===== config.mk =====
export PLATFORM = sky130hd
export DESIGN_NAME = stream_id_text_parser_core_flat
export DESIGN_NICKNAME = d
export VERILOG_FILES = /design/src/hw/rtl/sidp_pkg.sv /design/src/hw/rtl/sidp_in_if.sv /design/src/hw/rtl/sidp_out_if.sv /design/src/hw/rtl/stream_id_text_parser_core.sv /design/src/hw/rtl/sidp_digit.sv /design/src/hw/rtl/sidp_parser.sv /design/src/flat_wrapper.sv
export SDC_FILE = /design/constraint.sdc
export NUM_CORES = 1
export LEC_CHECK = 0
export BUFFER_PORTS_ARGS = -buffer_cell sky130_fd_sc_hd__buf_2
export CAP_MARGIN = 10
export CORE_ASPECT_RATIO = 0.5
export CORE_MARGIN = 3
export CORE_UTILIZATION = 26
export CTS_CLUSTER_DIAMETER = 60
export DETAILED_ROUTE_END_ITERATION = 8
export GPL_ROUTABILITY_DRIVEN = 1
export MAX_ROUTING_LAYER = met4
export SLEW_MARGIN = 25
export SYNTH_ARGS = -nofsm -noshare
export SYNTH_HDL_FRONTEND = slang
export SYNTH_SLANG_ARGS = --single-unit

===== constraint.sdc =====
create_clock -name clk_i -period 8.93 [get_ports clk_i]
set_input_delay 1.786 -clock clk_i [delete_from_list [all_inputs] [get_ports clk_i]]
set_output_delay 1.786 -clock clk_i [all_outputs]
set_load 0.05 [all_outputs]

===== src/hw/rtl/sidp_pkg.sv =====
// Shared types and constants for the stream ID text parser.
// Used by the core, parser and digit RTL files; depends on nothing else.
package sidp_pkg;

  localparam int unsigned ValW = 64;

  localparam logic [7:0] CH_NUL    = 8'h00;
  localparam logic [7:0] CH_DASH   = 8'h2d;
  localparam logic [7:0] CH_PLUS   = 8'h2b;
  localparam logic [7:0] CH_STAR   = 8'h2a;
  localparam logic [7:0] CH_LPAREN = 8'h28;
  localparam logic [7:0] CH_SPACE  = 8'h20;
  localparam logic [7:0] CH_TAB    = 8'h09;
  localparam logic [7:0] CH_CR     = 8'h0d;
  localparam logic [7:0] CH_ZERO   = 8'h30;
  localparam logic [7:0] CH_NINE   = 8'h39;

  // Command codes, sampled with the first byte of a text.
  typedef enum logic [1:0] {
    CMD_PLAIN  = 2'd0,
    CMD_STRICT = 2'd1,
    CMD_WILD   = 2'd2,
    CMD_RANGE  = 2'd3
  } cmd_e;

  typedef enum logic [1:0] {
    PH_IDLE = 2'd0,
    PH_MS   = 2'd1,
    PH_SEQ  = 2'd2
  } phase_e;

  // Position inside one decimal part.
  typedef enum logic [1:0] {
    SUB_LEAD   = 2'd0,
    SUB_SIGNED = 2'd1,
    SUB_DIGITS = 2'd2,
    SUB_JUNK   = 2'd3
  } sub_e;

  typedef struct packed {
    logic            id_valid;
    logic [ValW-1:0] ms_value;
    logic [ValW-1:0] seq_value;
    logic            seq_explicit;
    logic            exclusive_bound;
  } res_t;

endpackage


===== src/hw/rtl/sidp_in_if.sv =====
// Input channel of the stream ID text parser: one text byte per transaction.
// Depends on nothing else.
interface sidp_in_if;
  logic        valid;
  logic        ready;
  logic [7:0]  text_byte;
  logic        last_byte;
  logic [63:0] dflt_seq;
  logic [1:0]  cmd;

  modport source (output valid, text_byte, last_byte, dflt_seq, cmd, input ready);
  modport sink   (input valid, text_byte, last_byte, dflt_seq, cmd, output ready);
endinterface


===== src/hw/rtl/sidp_out_if.sv =====
// Output channel of the stream ID text parser: one parsed ID per transaction.
// Depends on nothing else.
interface sidp_out_if;
  logic        valid;
  logic        ready;
  logic        id_valid;
  logic [63:0] ms_value;
  logic [63:0] seq_value;
  logic        seq_explicit;
  logic        exclusive_bound;

  modport source (output valid, id_valid, ms_value, seq_value, seq_explicit, exclusive_bound,
                  input ready);
  modport sink   (input valid, id_valid, ms_value, seq_value, seq_explicit, exclusive_bound,
                  output ready);
endinterface


===== src/hw/rtl/stream_id_text_parser_core.sv =====
// Top level of the stream ID text parser: input register, parser, result register.
// Depends on sidp_pkg, sidp_in_if, sidp_out_if and sidp_parser.

// The parser takes an ID text one byte per transaction on in_i and returns one
// transaction on out_o for every byte marked last_byte, carrying the parsed
// (ms, seq) pair and its flags. It sustains one byte per clock cycle but for
// the stall below: a byte is captured in the input register and from there
// updates the parse state, where the per-byte times-ten accumulate of a 64-bit
// part with its overflow check is the step that sets the cycle time. The result
// of a text is registered as its last byte leaves the input register. The block
// keeps accepting bytes of the next text while a result waits on out_o; only a
// second last byte stalls until the waiting result is taken. The cmd and
// dflt_seq fields are sampled with the first byte of each text and ignored
// on the others. MAX_TEXT_LEN is the longest text accepted as valid, counted
// in bytes without a leading exclusive-bound parenthesis.
module stream_id_text_parser_core #(
  parameter int unsigned MAX_TEXT_LEN = 127
) (
  input  logic       clk_i,
  input  logic       rst_ni,
  sidp_in_if.sink    in_i,
  sidp_out_if.source out_o
);

  // Input register.
  logic                      in_vld_q;
  logic [7:0]                byte_q;
  logic                      last_q;
  logic [sidp_pkg::ValW-1:0] miss_q;
  logic [1:0]                cmd_q;

  // Result register.
  logic                      out_vld_q;
  sidp_pkg::res_t            res_q;
  sidp_pkg::res_t            res_d;

  logic                      step;

  // A buffered byte moves on unless it ends a text while the result register
  // still holds an untaken result.
  assign step       = in_vld_q && (!last_q || !out_vld_q || out_o.ready);
  assign in_i.ready = !in_vld_q || step;

  always_ff @(posedge clk_i or negedge rst_ni) begin
    if (!rst_ni) begin
      in_vld_q <= 1'b0;
    end else if (in_i.ready) begin
      in_vld_q <= in_i.valid;
    end
  end

  always_ff @(posedge clk_i) begin
    if (in_i.ready && in_i.valid) begin
      byte_q <= in_i.text_byte;
      last_q <= in_i.last_byte;
      miss_q <= in_i.dflt_seq;
      cmd_q  <= in_i.cmd;
    end
  end

  sidp_parser #(
    .MaxTextLen (MAX_TEXT_LEN)
  ) u_parser (
    .clk_i       (clk_i),
    .rst_ni      (rst_ni),
    .step_i      (step),
    .text_byte_i (byte_q),
    .last_byte_i (last_q),
    .dflt_seq_i  (miss_q),
    .cmd_i       (cmd_q),
    .res_o       (res_d)
  );

  always_ff @(posedge clk_i or negedge rst_ni) begin
    if (!rst_ni) begin
      out_vld_q <= 1'b0;
    end else if (step && last_q) begin
      out_vld_q <= 1'b1;
    end else if (out_o.ready) begin
      out_vld_q <= 1'b0;
    end
  end

  always_ff @(posedge clk_i) begin
    if (step && last_q) begin
      res_q <= res_d;
    end
  end

  assign out_o.valid           = out_vld_q;
  assign out_o.id_valid        = res_q.id_valid;
  assign out_o.ms_value        = res_q.ms_value;
  assign out_o.seq_value       = res_q.seq_value;
  assign out_o.seq_explicit    = res_q.seq_explicit;
  assign out_o.exclusive_bound = res_q.exclusive_bound;

endmodule


===== src/hw/rtl/sidp_digit.sv =====
// Times-ten digit accumulate with overflow detect, plus the negated twin value.
// Depends on sidp_pkg.
module sidp_digit (
  input  logic [sidp_pkg::ValW-1:0] acc_i,
  input  logic [sidp_pkg::ValW-1:0] nacc_i,
  input  logic [3:0]                digit_i,
  output logic [sidp_pkg::ValW-1:0] sum_o,
  output logic [sidp_pkg::ValW-1:0] nsum_o,
  output logic                      ovf_o
);

  localparam int unsigned WideW = sidp_pkg::ValW + 4;

  logic [WideW-1:0] wide;

  assign wide   = ({4'b0, acc_i} << 3) + ({4'b0, acc_i} << 1) + WideW'(digit_i);
  assign sum_o  = wide[sidp_pkg::ValW-1:0];
  assign ovf_o  = |wide[WideW-1:sidp_pkg::ValW];
  // Tracks the two's complement of the accumulator, so a negative part needs
  // no subtraction at the end of the text.
  assign nsum_o = (nacc_i << 3) + (nacc_i << 1) - sidp_pkg::ValW'(digit_i);

endmodule


===== src/hw/rtl/sidp_parser.sv =====
// Per-byte parse state and end-of-text decision for the stream ID parser.
// Depends on sidp_pkg and sidp_digit.
module sidp_parser #(
  parameter int unsigned MaxTextLen = 127
) (
  input  logic                      clk_i,
  input  logic                      rst_ni,
  input  logic                      step_i,
  input  logic [7:0]                text_byte_i,
  input  logic                      last_byte_i,
  input  logic [sidp_pkg::ValW-1:0] dflt_seq_i,
  input  logic [1:0]                cmd_i,
  output sidp_pkg::res_t            res_o
);

  localparam int unsigned CntW = $clog2(MaxTextLen + 3);
  localparam logic [CntW-1:0] CntCap = CntW'(MaxTextLen + 2);
  localparam logic [CntW-1:0] LenMax = CntW'(MaxTextLen);
  localparam logic [CntW-1:0] CntOne = CntW'(1);
  localparam logic [CntW-1:0] CntTwo = CntW'(2);

  sidp_pkg::phase_e          phase_q, c_phase, phase_d;
  sidp_pkg::sub_e            sub_q, c_sub, sub_d;
  sidp_pkg::cmd_e            mode_q, c_mode;
  logic [CntW-1:0]           cnt_q, c_cnt, cnt_d, eff_len;
  logic [sidp_pkg::ValW-1:0] ms_q, c_ms, ms_d;
  logic [sidp_pkg::ValW-1:0] seq_q, c_seq, seq_d;
  logic [sidp_pkg::ValW-1:0] nseq_q, c_nseq, nseq_d;
  logic [sidp_pkg::ValW-1:0] miss_q, c_miss;
  logic                      neg_q, c_neg, neg_d;
  logic                      ovf_q, c_ovf, ovf_d;
  logic                      msok_q, c_msok, msok_d;
  logic                      ended_q, c_ended, ended_d;
  logic                      paren_q, c_paren, paren_d;
  logic                      excl_q, c_excl, excl_d;
  logic [1:0]                tlen_q, c_tlen, tlen_d;
  logic [1:0]                slen_q, c_slen, slen_d;
  logic [7:0]                fc_q, c_fc, fc_d;
  logic [7:0]                sf_q, c_sf, sf_d;

  logic [sidp_pkg::ValW-1:0] acc_sel, d_sum, d_nsum;
  logic                      d_ovf;
  logic                      is_dig, is_sp, add_dig, strict, wild, part_ok;
  sidp_pkg::sub_e            feed_sub;

  assign acc_sel = (c_phase == sidp_pkg::PH_SEQ) ? c_seq : c_ms;

  sidp_digit u_digit (
    .acc_i   (acc_sel),
    .nacc_i  (c_nseq),
    .digit_i (text_byte_i[3:0]),
    .sum_o   (d_sum),
    .nsum_o  (d_nsum),
    .ovf_o   (d_ovf)
  );

  always_comb begin
    // The first byte of a text sees a freshly cleared state.
    if (phase_q == sidp_pkg::PH_IDLE) begin
      c_phase = sidp_pkg::PH_MS;
      c_mode  = sidp_pkg::cmd_e'(cmd_i);
      c_miss  = dflt_seq_i;
      c_cnt   = '0;
      c_ms    = '0;
      c_seq   = '0;
      c_nseq  = '0;
      c_sub   = sidp_pkg::SUB_LEAD;
      c_neg   = 1'b0;
      c_ovf   = 1'b0;
      c_msok  = 1'b0;
      c_ended = 1'b0;
      c_paren = 1'b0;
      c_excl  = 1'b0;
      c_tlen  = '0;
      c_slen  = '0;
      c_fc    = '0;
      c_sf    = '0;
    end else begin
      c_phase = phase_q;
      c_mode  = mode_q;
      c_miss  = miss_q;
      c_cnt   = cnt_q;
      c_ms    = ms_q;
      c_seq   = seq_q;
      c_nseq  = nseq_q;
      c_sub   = sub_q;
      c_neg   = neg_q;
      c_ovf   = ovf_q;
      c_msok  = msok_q;
      c_ended = ended_q;
      c_paren = paren_q;
      c_excl  = excl_q;
      c_tlen  = tlen_q;
      c_slen  = slen_q;
      c_fc    = fc_q;
      c_sf    = sf_q;
    end

    phase_d = c_phase;
    ms_d    = c_ms;
    seq_d   = c_seq;
    nseq_d  = c_nseq;
    sub_d   = c_sub;
    neg_d   = c_neg;
    ovf_d   = c_ovf;
    msok_d  = c_msok;
    ended_d = c_ended;
    paren_d = c_paren;
    excl_d  = c_excl;
    tlen_d  = c_tlen;
    slen_d  = c_slen;
    fc_d    = c_fc;
    sf_d    = c_sf;
    cnt_d   = (c_cnt < CntCap) ? c_cnt + CntOne : c_cnt;

    is_dig   = (text_byte_i >= sidp_pkg::CH_ZERO) && (text_byte_i <= sidp_pkg::CH_NINE);
    is_sp    = (text_byte_i == sidp_pkg::CH_SPACE) ||
               ((text_byte_i >= sidp_pkg::CH_TAB) && (text_byte_i <= sidp_pkg::CH_CR));
    add_dig  = 1'b0;
    feed_sub = sidp_pkg::SUB_JUNK;

    if ((c_mode == sidp_pkg::CMD_RANGE) && (cnt_d == CntOne) &&
        (text_byte_i == sidp_pkg::CH_LPAREN)) begin
      paren_d = 1'b1;
    end else begin
      if (c_paren && (cnt_d == CntTwo)) begin
        excl_d = 1'b1;
      end
      if (!c_ended) begin
        if (text_byte_i == sidp_pkg::CH_NUL) begin
          ended_d = 1'b1;
        end else begin
          if (c_tlen < 2'd2) begin
            tlen_d = c_tlen + 2'd1;
          end
          if (tlen_d == 2'd1) begin
            fc_d = text_byte_i;
          end
          if ((c_phase == sidp_pkg::PH_MS) && (text_byte_i == sidp_pkg::CH_DASH)) begin
            // The first dash closes the ms part and opens the seq part.
            msok_d  = (c_sub == sidp_pkg::SUB_DIGITS) && !c_ovf;
            sub_d   = sidp_pkg::SUB_LEAD;
            neg_d   = 1'b0;
            ovf_d   = 1'b0;
            phase_d = sidp_pkg::PH_SEQ;
          end else begin
            if (c_phase == sidp_pkg::PH_SEQ) begin
              if (c_slen < 2'd2) begin
                slen_d = c_slen + 2'd1;
              end
              if (slen_d == 2'd1) begin
                sf_d = text_byte_i;
              end
            end
            case (c_sub) inside
              sidp_pkg::SUB_LEAD: begin
                if (is_sp) begin
                  feed_sub = sidp_pkg::SUB_LEAD;
                end else if (text_byte_i == sidp_pkg::CH_PLUS) begin
                  feed_sub = sidp_pkg::SUB_SIGNED;
                end else if (text_byte_i == sidp_pkg::CH_DASH) begin
                  feed_sub = sidp_pkg::SUB_SIGNED;
                  neg_d    = 1'b1;
                end else if (is_dig) begin
                  feed_sub = sidp_pkg::SUB_DIGITS;
                  add_dig  = 1'b1;
                end
              end
              sidp_pkg::SUB_SIGNED, sidp_pkg::SUB_DIGITS: begin
                if (is_dig) begin
                  feed_sub = sidp_pkg::SUB_DIGITS;
                  add_dig  = 1'b1;
                end
              end
              default: begin
              end
            endcase
            sub_d = feed_sub;
            if (add_dig && !c_ovf) begin
              if (d_ovf) begin
                ovf_d = 1'b1;
              end else if (c_phase == sidp_pkg::PH_SEQ) begin
                seq_d  = d_sum;
                nseq_d = d_nsum;
              end else begin
                ms_d = d_sum;
              end
            end
          end
        end
      end
    end

    // End-of-text decision, valid only when the byte is the last one.
    strict  = (c_mode == sidp_pkg::CMD_STRICT) || (c_mode == sidp_pkg::CMD_WILD) || excl_d;
    wild    = (c_mode == sidp_pkg::CMD_WILD);
    eff_len = cnt_d - CntW'(excl_d);
    part_ok = (sub_d == sidp_pkg::SUB_DIGITS) && !ovf_d;

    res_o                 = '0;
    res_o.exclusive_bound = excl_d;
    if ((eff_len > LenMax) || (paren_d && !excl_d)) begin
      res_o.id_valid = 1'b0;
    end else if ((tlen_d == 2'd1) &&
                 ((fc_d == sidp_pkg::CH_DASH) || (fc_d == sidp_pkg::CH_PLUS))) begin
      if (!strict) begin
        res_o.id_valid     = 1'b1;
        res_o.seq_explicit = 1'b1;
        if (fc_d == sidp_pkg::CH_PLUS) begin
          res_o.ms_value  = '1;
          res_o.seq_value = '1;
        end
      end
    end else if (phase_d == sidp_pkg::PH_MS) begin
      if (part_ok) begin
        res_o.id_valid     = 1'b1;
        res_o.seq_explicit = 1'b1;
        res_o.ms_value     = ms_d;
        res_o.seq_value    = c_miss;
      end
    end else if (msok_d) begin
      if (wild && (slen_d == 2'd1) && (sf_d == sidp_pkg::CH_STAR)) begin
        res_o.id_valid = 1'b1;
        res_o.ms_value = ms_d;
      end else if (part_ok) begin
        res_o.id_valid     = 1'b1;
        res_o.seq_explicit = 1'b1;
        res_o.ms_value     = ms_d;
        res_o.seq_value    = neg_d ? nseq_d : seq_d;
      end
    end
  end

  always_ff @(posedge clk_i or negedge rst_ni) begin
    if (!rst_ni) begin
      phase_q <= sidp_pkg::PH_IDLE;
      mode_q  <= sidp_pkg::CMD_PLAIN;
      sub_q   <= sidp_pkg::SUB_LEAD;
      cnt_q   <= '0;
      neg_q   <= 1'b0;
      ovf_q   <= 1'b0;
      msok_q  <= 1'b0;
      ended_q <= 1'b0;
      paren_q <= 1'b0;
      excl_q  <= 1'b0;
      tlen_q  <= '0;
      slen_q  <= '0;
    end else if (step_i) begin
      phase_q <= last_byte_i ? sidp_pkg::PH_IDLE : phase_d;
      mode_q  <= c_mode;
      sub_q   <= sub_d;
      cnt_q   <= cnt_d;
      neg_q   <= neg_d;
      ovf_q   <= ovf_d;
      msok_q  <= msok_d;
      ended_q <= ended_d;
      paren_q <= paren_d;
      excl_q  <= excl_d;
      tlen_q  <= tlen_d;
      slen_q  <= slen_d;
    end
  end

  always_ff @(posedge clk_i) begin
    if (step_i) begin
      ms_q   <= ms_d;
      seq_q  <= seq_d;
      nseq_q <= nseq_d;
      miss_q <= c_miss;
      fc_q   <= fc_d;
      sf_q   <= sf_d;
    end
  end

endmodule

===== src/flat_wrapper.sv =====
// flat-port wrapper written by rule: the top's interface ports become plain ports
module stream_id_text_parser_core_flat 
#(
  parameter int unsigned MAX_TEXT_LEN = 127
)
  (clk_i, rst_ni, in_i_valid, in_i_text_byte, in_i_last_byte, in_i_dflt_seq, in_i_cmd, in_i_ready, out_o_valid, out_o_id_valid, out_o_ms_value, out_o_seq_value, out_o_seq_explicit, out_o_exclusive_bound, out_o_ready);
  sidp_in_if in_i_i ();
  sidp_out_if out_o_i ();
  input  logic clk_i;
  input  logic rst_ni;
  input wire logic [$bits(in_i_i.valid)-1:0] in_i_valid;
  input wire logic [$bits(in_i_i.text_byte)-1:0] in_i_text_byte;
  input wire logic [$bits(in_i_i.last_byte)-1:0] in_i_last_byte;
  input wire logic [$bits(in_i_i.dflt_seq)-1:0] in_i_dflt_seq;
  input wire logic [$bits(in_i_i.cmd)-1:0] in_i_cmd;
  output wire logic [$bits(in_i_i.ready)-1:0] in_i_ready;
  output wire logic [$bits(out_o_i.valid)-1:0] out_o_valid;
  output wire logic [$bits(out_o_i.id_valid)-1:0] out_o_id_valid;
  output wire logic [$bits(out_o_i.ms_value)-1:0] out_o_ms_value;
  output wire logic [$bits(out_o_i.seq_value)-1:0] out_o_seq_value;
  output wire logic [$bits(out_o_i.seq_explicit)-1:0] out_o_seq_explicit;
  output wire logic [$bits(out_o_i.exclusive_bound)-1:0] out_o_exclusive_bound;
  input wire logic [$bits(out_o_i.ready)-1:0] out_o_ready;
  assign in_i_i.valid = in_i_valid;
  assign in_i_i.text_byte = in_i_text_byte;
  assign in_i_i.last_byte = in_i_last_byte;
  assign in_i_i.dflt_seq = in_i_dflt_seq;
  assign in_i_i.cmd = in_i_cmd;
  assign in_i_ready = in_i_i.ready;
  assign out_o_valid = out_o_i.valid;
  assign out_o_id_valid = out_o_i.id_valid;
  assign out_o_ms_value = out_o_i.ms_value;
  assign out_o_seq_value = out_o_i.seq_value;
  assign out_o_seq_explicit = out_o_i.seq_explicit;
  assign out_o_exclusive_bound = out_o_i.exclusive_bound;
  assign out_o_i.ready = out_o_ready;
  stream_id_text_parser_core #(.MAX_TEXT_LEN(MAX_TEXT_LEN)) u_core (.clk_i(clk_i), .rst_ni(rst_ni), .in_i(in_i_i), .out_o(out_o_i));
endmodule

==> metrics.md, run 1 <==
| Metric | Value |
|---|---|
| Seq cells post-synth | 504 |
| Clock tree sinks | 504 |
| Main synth FF type | edfxtp_1 |
| Vias/cell | 5.44 |
| RSZ-0062 raised after global routing | no |
| Sw frac | 39.3% |
| Setup TNS | 0 ns |
| All-layer global routing usage | 19.0% |
| CTS Hold Bufs | 0 |
| Largest cells by area after synthesis | edfxtp_1 43%, ha_1 9.7%, nand2_1 6.4%, o21ai_0 3.7%, a21oi_1 3.1% |
| DRC violations left | 0 |
| WL/cell | 23.9 um |
| Worst vdd ir | 0.135 mV |
| P_int | between 0.005 and 0.006 W |
| Crit start category | register |
| Post_cts resized | 0 |
| Vias in the first global route | 27900 |
| Pin count of the biggest net entering global routing | 159 |
| Post-layout net count | 3986 |
| IO buf count | 211 |
| YS warnings | 0 |
| Worst skew pair latency | 0.69 ns |
| # rows | 92 |
| H-tree depth | 2 |
| Max-cap violations | 0 |
| Clk buf depth | 3 |
| Hold Crit Class | reg2reg |
| Core area | between 0.1 and 0.15 mm^2 |
| Kind of end point of the critical path | register |
| Initial core utilization | between 20% and 30% |
| Layout cell share with drive strength beyond 1 | 11.8% |
| Initial antenna violation count | 18 |
| First-pass DRT Iterations | 6 |
| Synth Cell Area | 0.0336 mm^2 |
| Post-synth EDFFs | 478 |
| Seq/Total Area, Yosys | 44.6% |
| Power per cell area | between 200 and 250 mW/mm^2 |
| Final Hold Fails | 0 |
| Root Driver | clkbuf_16 |
| Remaining Overflow, GRT | 0 |
| Synth area leader | edfxtp_1 |
| Comb pwr share | a little under two fifths |
| Synth-to-layout area growth | 14.2% |
| Syn nets | 3862 |
| Clock share of power | 27.4% |
| Mean post-synth cell area | 9.55 um^2 |
| Total wire length | 129 mm |
| Via count | ~29000 |
| Initial drt markers | 3352 |
| Io pins | 212 |
| Detail Route Antenna Nets | 0 |
| Synthesized netlist cell count | 3519 |
| Final HPWL DP | ~100 mm |
| Die area | 0.134 mm^2 |
| Synth top area share | 42.7% |
| Period utilisation layout | 85.3% |
| Routability congestion estimate | 0.972 |
| Num CTS Buffers | 56 |
| Critical Path RT | approximately 9.4 ns |
| Finish-stage setup viols | 0 |
| Async SR Flop Fraction | 5.16% |
| Post-layout minimum cycle time | 7.62 ns |
| Die W | 514 um |
| Status | completed |
| Chip height | 260 um |
| NetSw | 0.00342 W |
| Slew Limit Fails | 0 |
| Worst-Margin Slew | 1.03 ns |
| Netlist cell types | 100 |
| Seq pwr share | 35.1% |
| Max-slew headroom | between 30% and 40% |
| Crit path kind | reg2reg |
| Global-route wire length before repair | 188 mm |
| Reg clk slew, reported paths | 0.06 ns |
| Final design utilization | a little under a third |
| Lkg Pwr | ~16 nW |
| Fmax achieved | around 130 MHz |
| Setup bufs post-CTS | 0 |
| Clock Skews | about 0.084 ns |
| CTS tree | built |
| CP Max Fanout | 44 |
| Critical Path AT | 8.10 ns |
==> flip-flops by register name, summed over array words and instances, names as in the netlist, 64 cells and up <==
name and cells:
u_core.u_parser.nseq_q 64, u_core.u_parser.seq_q 64, u_core.miss_q 64, u_core.u_parser.miss_q 64, u_core.out_o.seq_value 64, u_core.out_o.ms_value 64, u_core.u_parser.ms_q 64
==> kinds of logic (layout without fill, tap and decap cells) <==
group                      Yosys count  count (layout)  synth area share (%)
and+or+nand+nor                   1149            1149                  15.5
AOI/OAI and AO/OA                 1051            1051                  21.0
buffers and inverters              397             567                  4.75
xor gates and xnor gates           119             119                  3.10
muxes                               35              35                  1.06
DFF                                504             504                  44.6
other                                0              12                     0
adders and majority gates          264             264                  9.92
==> metrics by stage <==
step | total power [W] | instances | hold WS [ns] | instance area, um^2 | setup WS, ns
global route | 0.00912 | 5393 | 0.515 | 38400 | 0.916
floorplan | 0.00523 | 3519 | 0.446 | 33600 | 2.79
global placement | 0.00625 | 5277 | 0.458 | 36500 | 1.52
detailed placement | 0.00626 | 5277 | 0.467 | 36500 | 1.39
finish | 0.00870 | 5393 | 0.478 | 38400 | 1.31
CTS | 0.00866 | 5381 | 0.482 | 38300 | 1.38
==> metal layers <==
layer,wire (um),global-route usage [%],up-vias
met2,54600,27.7,1323
li1,-,-,13300
met3,12100,3.32,162
met1,58400,26.8,14600
met4,3780,5.46,0
met5,0,-,-
==> cell usage in the layout (no fill, tap or decap), types with 18 or more instances in the layout <==
master     count
mux2i_1       31
o211ai_1      25
a211oi_1      39
buf_4         64
o21bai_1      20
xnor2_1       64
nand4_1       57
xor2_1        55
clkbuf_16     56
and2_1        21
nor3_1        44
edfxtp_1     478
inv_1        185
dfrtp_1       25
nor2b_1       18
a22o_1       117
nand3_1      121
a21oi_1      209
o21ai_0      248
nor2_1       185
ha_1         260
nand2_1      572
buf_2        211
a31oi_1       36
a21o_1       134
nand2b_1      22
and3_1        21
==> critical path, cell delays in order, from the launching register on <==
cell and delay (ns):
dfrtp_1 0.51, inv_1 0.14, nor2_4 0.31, buf_4 0.51, buf_4 0.43, a22o_1 0.22
ha_1 0.25, ha_1 0.43, a21oi_1 0.27, o21ai_0 0.18, a311oi_1 0.51, nor2_1 0.08
a211oi_1 0.27, or4b_1 0.63, or4_1 0.94, nor2_8 0.64, mux2i_1 0.66, nor2_1 0.13
o32ai_1 0.29
==> power by group through the flow <==
| stage | sequential (W) | clock, W | combinational [W] |
|---|---|---|---|
| floorplan | 0.00312 | 0 | 0.00211 |
| global placement | 0.00309 | 0 | 0.00316 |
| finish | 0.00305 | 0.00239 | 0.00326 |
| CTS | 0.00304 | 0.00243 | 0.00319 |
| global route | 0.00307 | 0.00251 | 0.00353 |
| detailed placement | 0.00309 | 0 | 0.00317 |
==> cells in the mapped netlist, types with 9 or more instances <==
cell type and instances:
a211oi_1 39, a21o_1 134, a21oi_1 211, a221o_1 12, a221oi_1 13, a22o_1 117
a22oi_1 14, a31o_2 10, a31oi_1 36, and2_1 22, and3_1 22, buf_1 26
buf_2 26, clkbuf_1 147, dfrtp_1 26, edfxtp_1 478, ha_1 260, inv_1 185
mux2i_1 31, nand2_1 572, nand2b_1 22, nand3_1 122, nand4_1 57, nor2_1 187
nor2b_1 18, nor3_1 46, nor4_1 9, o211ai_1 25, o21a_1 16, o21ai_0 248
o21ai_1 16, o21bai_1 20, o22ai_1 14, o2bb2ai_1 12, o31ai_1 16, o32ai_1 13
or2_2 9, or4_1 11, xnor2_1 64, xor2_1 55
==> final cells by class <==
type	count	area (um^2)
tap	1692	2120
clock inverter	37	397
inverter	187	714
sequential	504	15000
clock buffer	67	1460
fill	13200	88700
timing repair buffer	276	1560
antenna	12	30.0
multi-input combinational	2618	17100
==> worst paths after layout <==
path | startpoint | endpoint | slack (ns) | cells after the start
worst max-delay path | u_core.u_parser.phase_q[1] | u_core.out_o.seq_value[61] | 1.31 | 18
worst min-delay path | u_core.u_parser.mode_q[1] | u_core.u_parser.mode_q[1] | 0.48 | 2
worst max register to register | u_core.u_parser.phase_q[1] | u_core.out_o.seq_value[61] | 1.31 | 18
worst min register to register | u_core.u_parser.mode_q[1] | u_core.u_parser.mode_q[1] | 0.48 | 2
max in group asynchronous | rst_ni | u_core.u_parser.phase_q[0] | 7.24 | 1
min in group asynchronous | rst_ni | u_core.out_o.valid | 1.16 | 1
No activity file was read; power rests on OpenSTA's default activity.
==> inputs of run 2 (changes only) <==
- CORE_MARGIN: 3 -> default
- RECOVER_POWER: default -> 50
==> run 2 against run 1 <==
Against the previous run:
- the run now ends with max-capacitance violations, max-slew violations left
- maximum frequency fell by 10%
- first-iteration DRC count up 9.3%
- combinational power down 1%
- via count shrank 0.74%
- setup slack lost 0.86 ns
- die area fell by 2.3%
- clock skew decreased by 0.027 ns
- sequential cell count did not move
- clock power grew 4%
- sequential power about the same
- routed wire length shrank 1.9%
- final cell count decreased by 0.28%
==> metrics.md, run 2 (same netlist as run 1, synthesis figures left out) <==
| Metric | Value |
|---|---|
| Non-filler cells in the finished layout | 5378 |
| Initial antenna violation count | 15 |
| Most common cell after layout, fill and taps aside | nand2_1 |
| Clk buf depth | 3 |
| Io pins | 212 |
| P_int | 0.00533 W |
| Crit start category | register |
| Vias/cell | around 5.4 |
| Global-route wire length before repair | 185 mm |
| Detail Route Antenna Nets | 0 |
| Post-layout minimum cycle time | 8.48 ns |
| DRC violations left | 0 |
| IO buf count | 211 |
| Die W | 510 um |
| Initial drt markers | about 3700 |
| Post-layout net count | roughly 4000 |
| Vias in the first global route | 27500 |
| Failing checks | max-capacitance violations, max-slew violations |
| All-layer global routing usage | 19.3% |
| Kind of end point of the critical path | register |
| Chip height | 256 um |
| Commonest cells after routing, fill and taps aside | 572 x nand2_1, 478 x edfxtp_1, 260 x ha_1, 248 x o21ai_0, 209 x a21oi_1 |
| Lkg Pwr | 16.0 nW |
| WL/cell | about 24 um |
| Sw frac | 39.2% |
| CTS Hold Bufs | 0 |
| Hold Crit Class | reg2reg |
| DP Cell Count | between 5000 and 6000 |
| Synth-to-layout area growth | 13.6% |
| Critical Path RT | 9.38 ns |
| Comb pwr share | about 37% |
| RSZ-0062 raised after global routing | no |
| Crit path kind | reg2reg |
| Slew Limit Fails | about 420 |
| Die area | 0.131 mm^2 |
| Worst skew pair latency | 0.67 ns |
| Power per cell area | around 230 mW/mm^2 |
| Setup bufs post-CTS | 0 |
| Via count | 29100 |
| Clock share of power | 28.4% |
| Post_cts resized | 0 |
| Fillers | 13400 |
| Pin count of the biggest net entering global routing | 152 |
| Max-cap violations | 8 |
| CTS tree | built |
| NetSw | 0.00343 W |
| Clock tree sinks | 504 |
| Initial core utilization | 26.4% |
| Status | complete, but fails checks |
| Final Hold Fails | 0 |
| Setup TNS | 0 ns |
| Total wire length | between 100 and 150 mm |
| Root Driver | clkbuf_16 |
| Period utilisation layout | 95.0% |
| Register area | roughly 0.015 mm^2 |
| Routability congestion estimate | 0.963 |
| Worst-Margin Slew | ~3.4 ns |
| Finish-stage setup viols | 0 |
| # rows | 92 |
| Multi-input logic area | 0.0171 mm^2 |
| H-tree depth | 2 |
| Num CTS Buffers | 58 |
| Critical Path AT | 8.93 ns |
| Worst vdd ir | 0.132 mV |
| CP Max Fanout | 71 |
| Max-slew headroom | -129% |
| Remaining Overflow, GRT | 0 |
| Core area | 0.127 mm^2 |
| Final HPWL DP | 96.0 mm |
| Clock Skews | between 0.05 and 0.06 ns |
| Seq pwr share | between 30% and 40% |
| First-pass DRT Iterations | 6 |
| Fmax achieved | 118 MHz |
| Layout cell share with drive strength beyond 1 | 8.02% |
| Reg clk slew, reported paths | 0.07 ns |
-- run 2: worst paths after layout --
path / to / depth (start not counted) / slack [ns] / startpoint
worst max-delay path: u_core.out_o.seq_value[23] / 17 / 0.45 / u_core.u_parser.phase_q[0]
worst min-delay path: u_core.u_parser.sub_q[1] / 2 / 0.48 / u_core.u_parser.sub_q[1]
max in group asynchronous: u_core.u_parser.phase_q[0] / 1 / 6.23 / rst_ni
worst min register to register: u_core.u_parser.sub_q[1] / 2 / 0.48 / u_core.u_parser.sub_q[1]
worst max register to register: u_core.out_o.seq_value[23] / 17 / 0.45 / u_core.u_parser.phase_q[0]
min in group asynchronous: u_core.u_parser.mode_q[1] / 1 / 1.53 / rst_ni
-- run 2: layer usage --
layer / up-vias / global-route usage, % / routed length [um]
li1: 13300 / - / -
met2: 1379 / 27.5 / 52900
met3: 192 / 3.32 / 12000
met1: 14300 / 27.6 / 57900
met5: - / - / 0
met4: 0 / 5.44 / 3720
-- run 2: power by group through the flow --
| stage | registers [W] | logic, W | clock network, W |
|---|---|---|---|
| global placement | 0.00309 | 0.00312 | 0 |
| detailed placement | 0.00309 | 0.00314 | 0 |
| floorplan | 0.00312 | 0.00211 | 0 |
| finish | 0.00306 | 0.00322 | 0.00249 |
| global route | 0.00308 | 0.00348 | 0.00261 |
| CTS | 0.00305 | 0.00315 | 0.00253 |
-- run 2: critical path: stages, from the launching register on --
cell and delay, ns:
dfrtp_4 0.71, nor2_4 0.36, buf_12 0.38, a22o_1 0.22, ha_1 0.24, ha_1 0.37
a21oi_1 0.31, a21bo_2 0.27, a221oi_1 0.37, o21ai_0 0.21, o21ai_0 0.50, nor3_1 0.15
nor4b_2 0.72, a31oi_1 0.47, or4_1 1.10, nor2_2 0.97, a22oi_1 0.52, o21ai_0 0.30
-- run 2: stage by stage --
step	setup WS [ns]	hold WS, ns	instance area [um^2]	util (%)	total power, W
2_1_floorplan	2.79	0.446	33600	-	0.00523
3_3_place_gp	0.904	0.458	36300	28.6	0.00622
3_5_place_dp	0.791	0.472	36400	28.6	0.00623
4_1_cts	0.753	0.488	38400	30.2	0.00873
5_1_grt	0.228	0.513	38200	30.0	0.00917
6_report	0.450	0.483	38200	30.0	0.00877
-- run 2: layout make-up --
class / count / share of cell area [%]
antenna: 8 / 0.0524
multi-input combinational: 2618 / 44.8
sequential: 504 / 39.3
timing repair buffer: 259 / 3.36
tap: 1692 / 5.54
inverter: 187 / 1.85
clock buffer: 69 / 3.91
clock inverter: 41 / 1.24
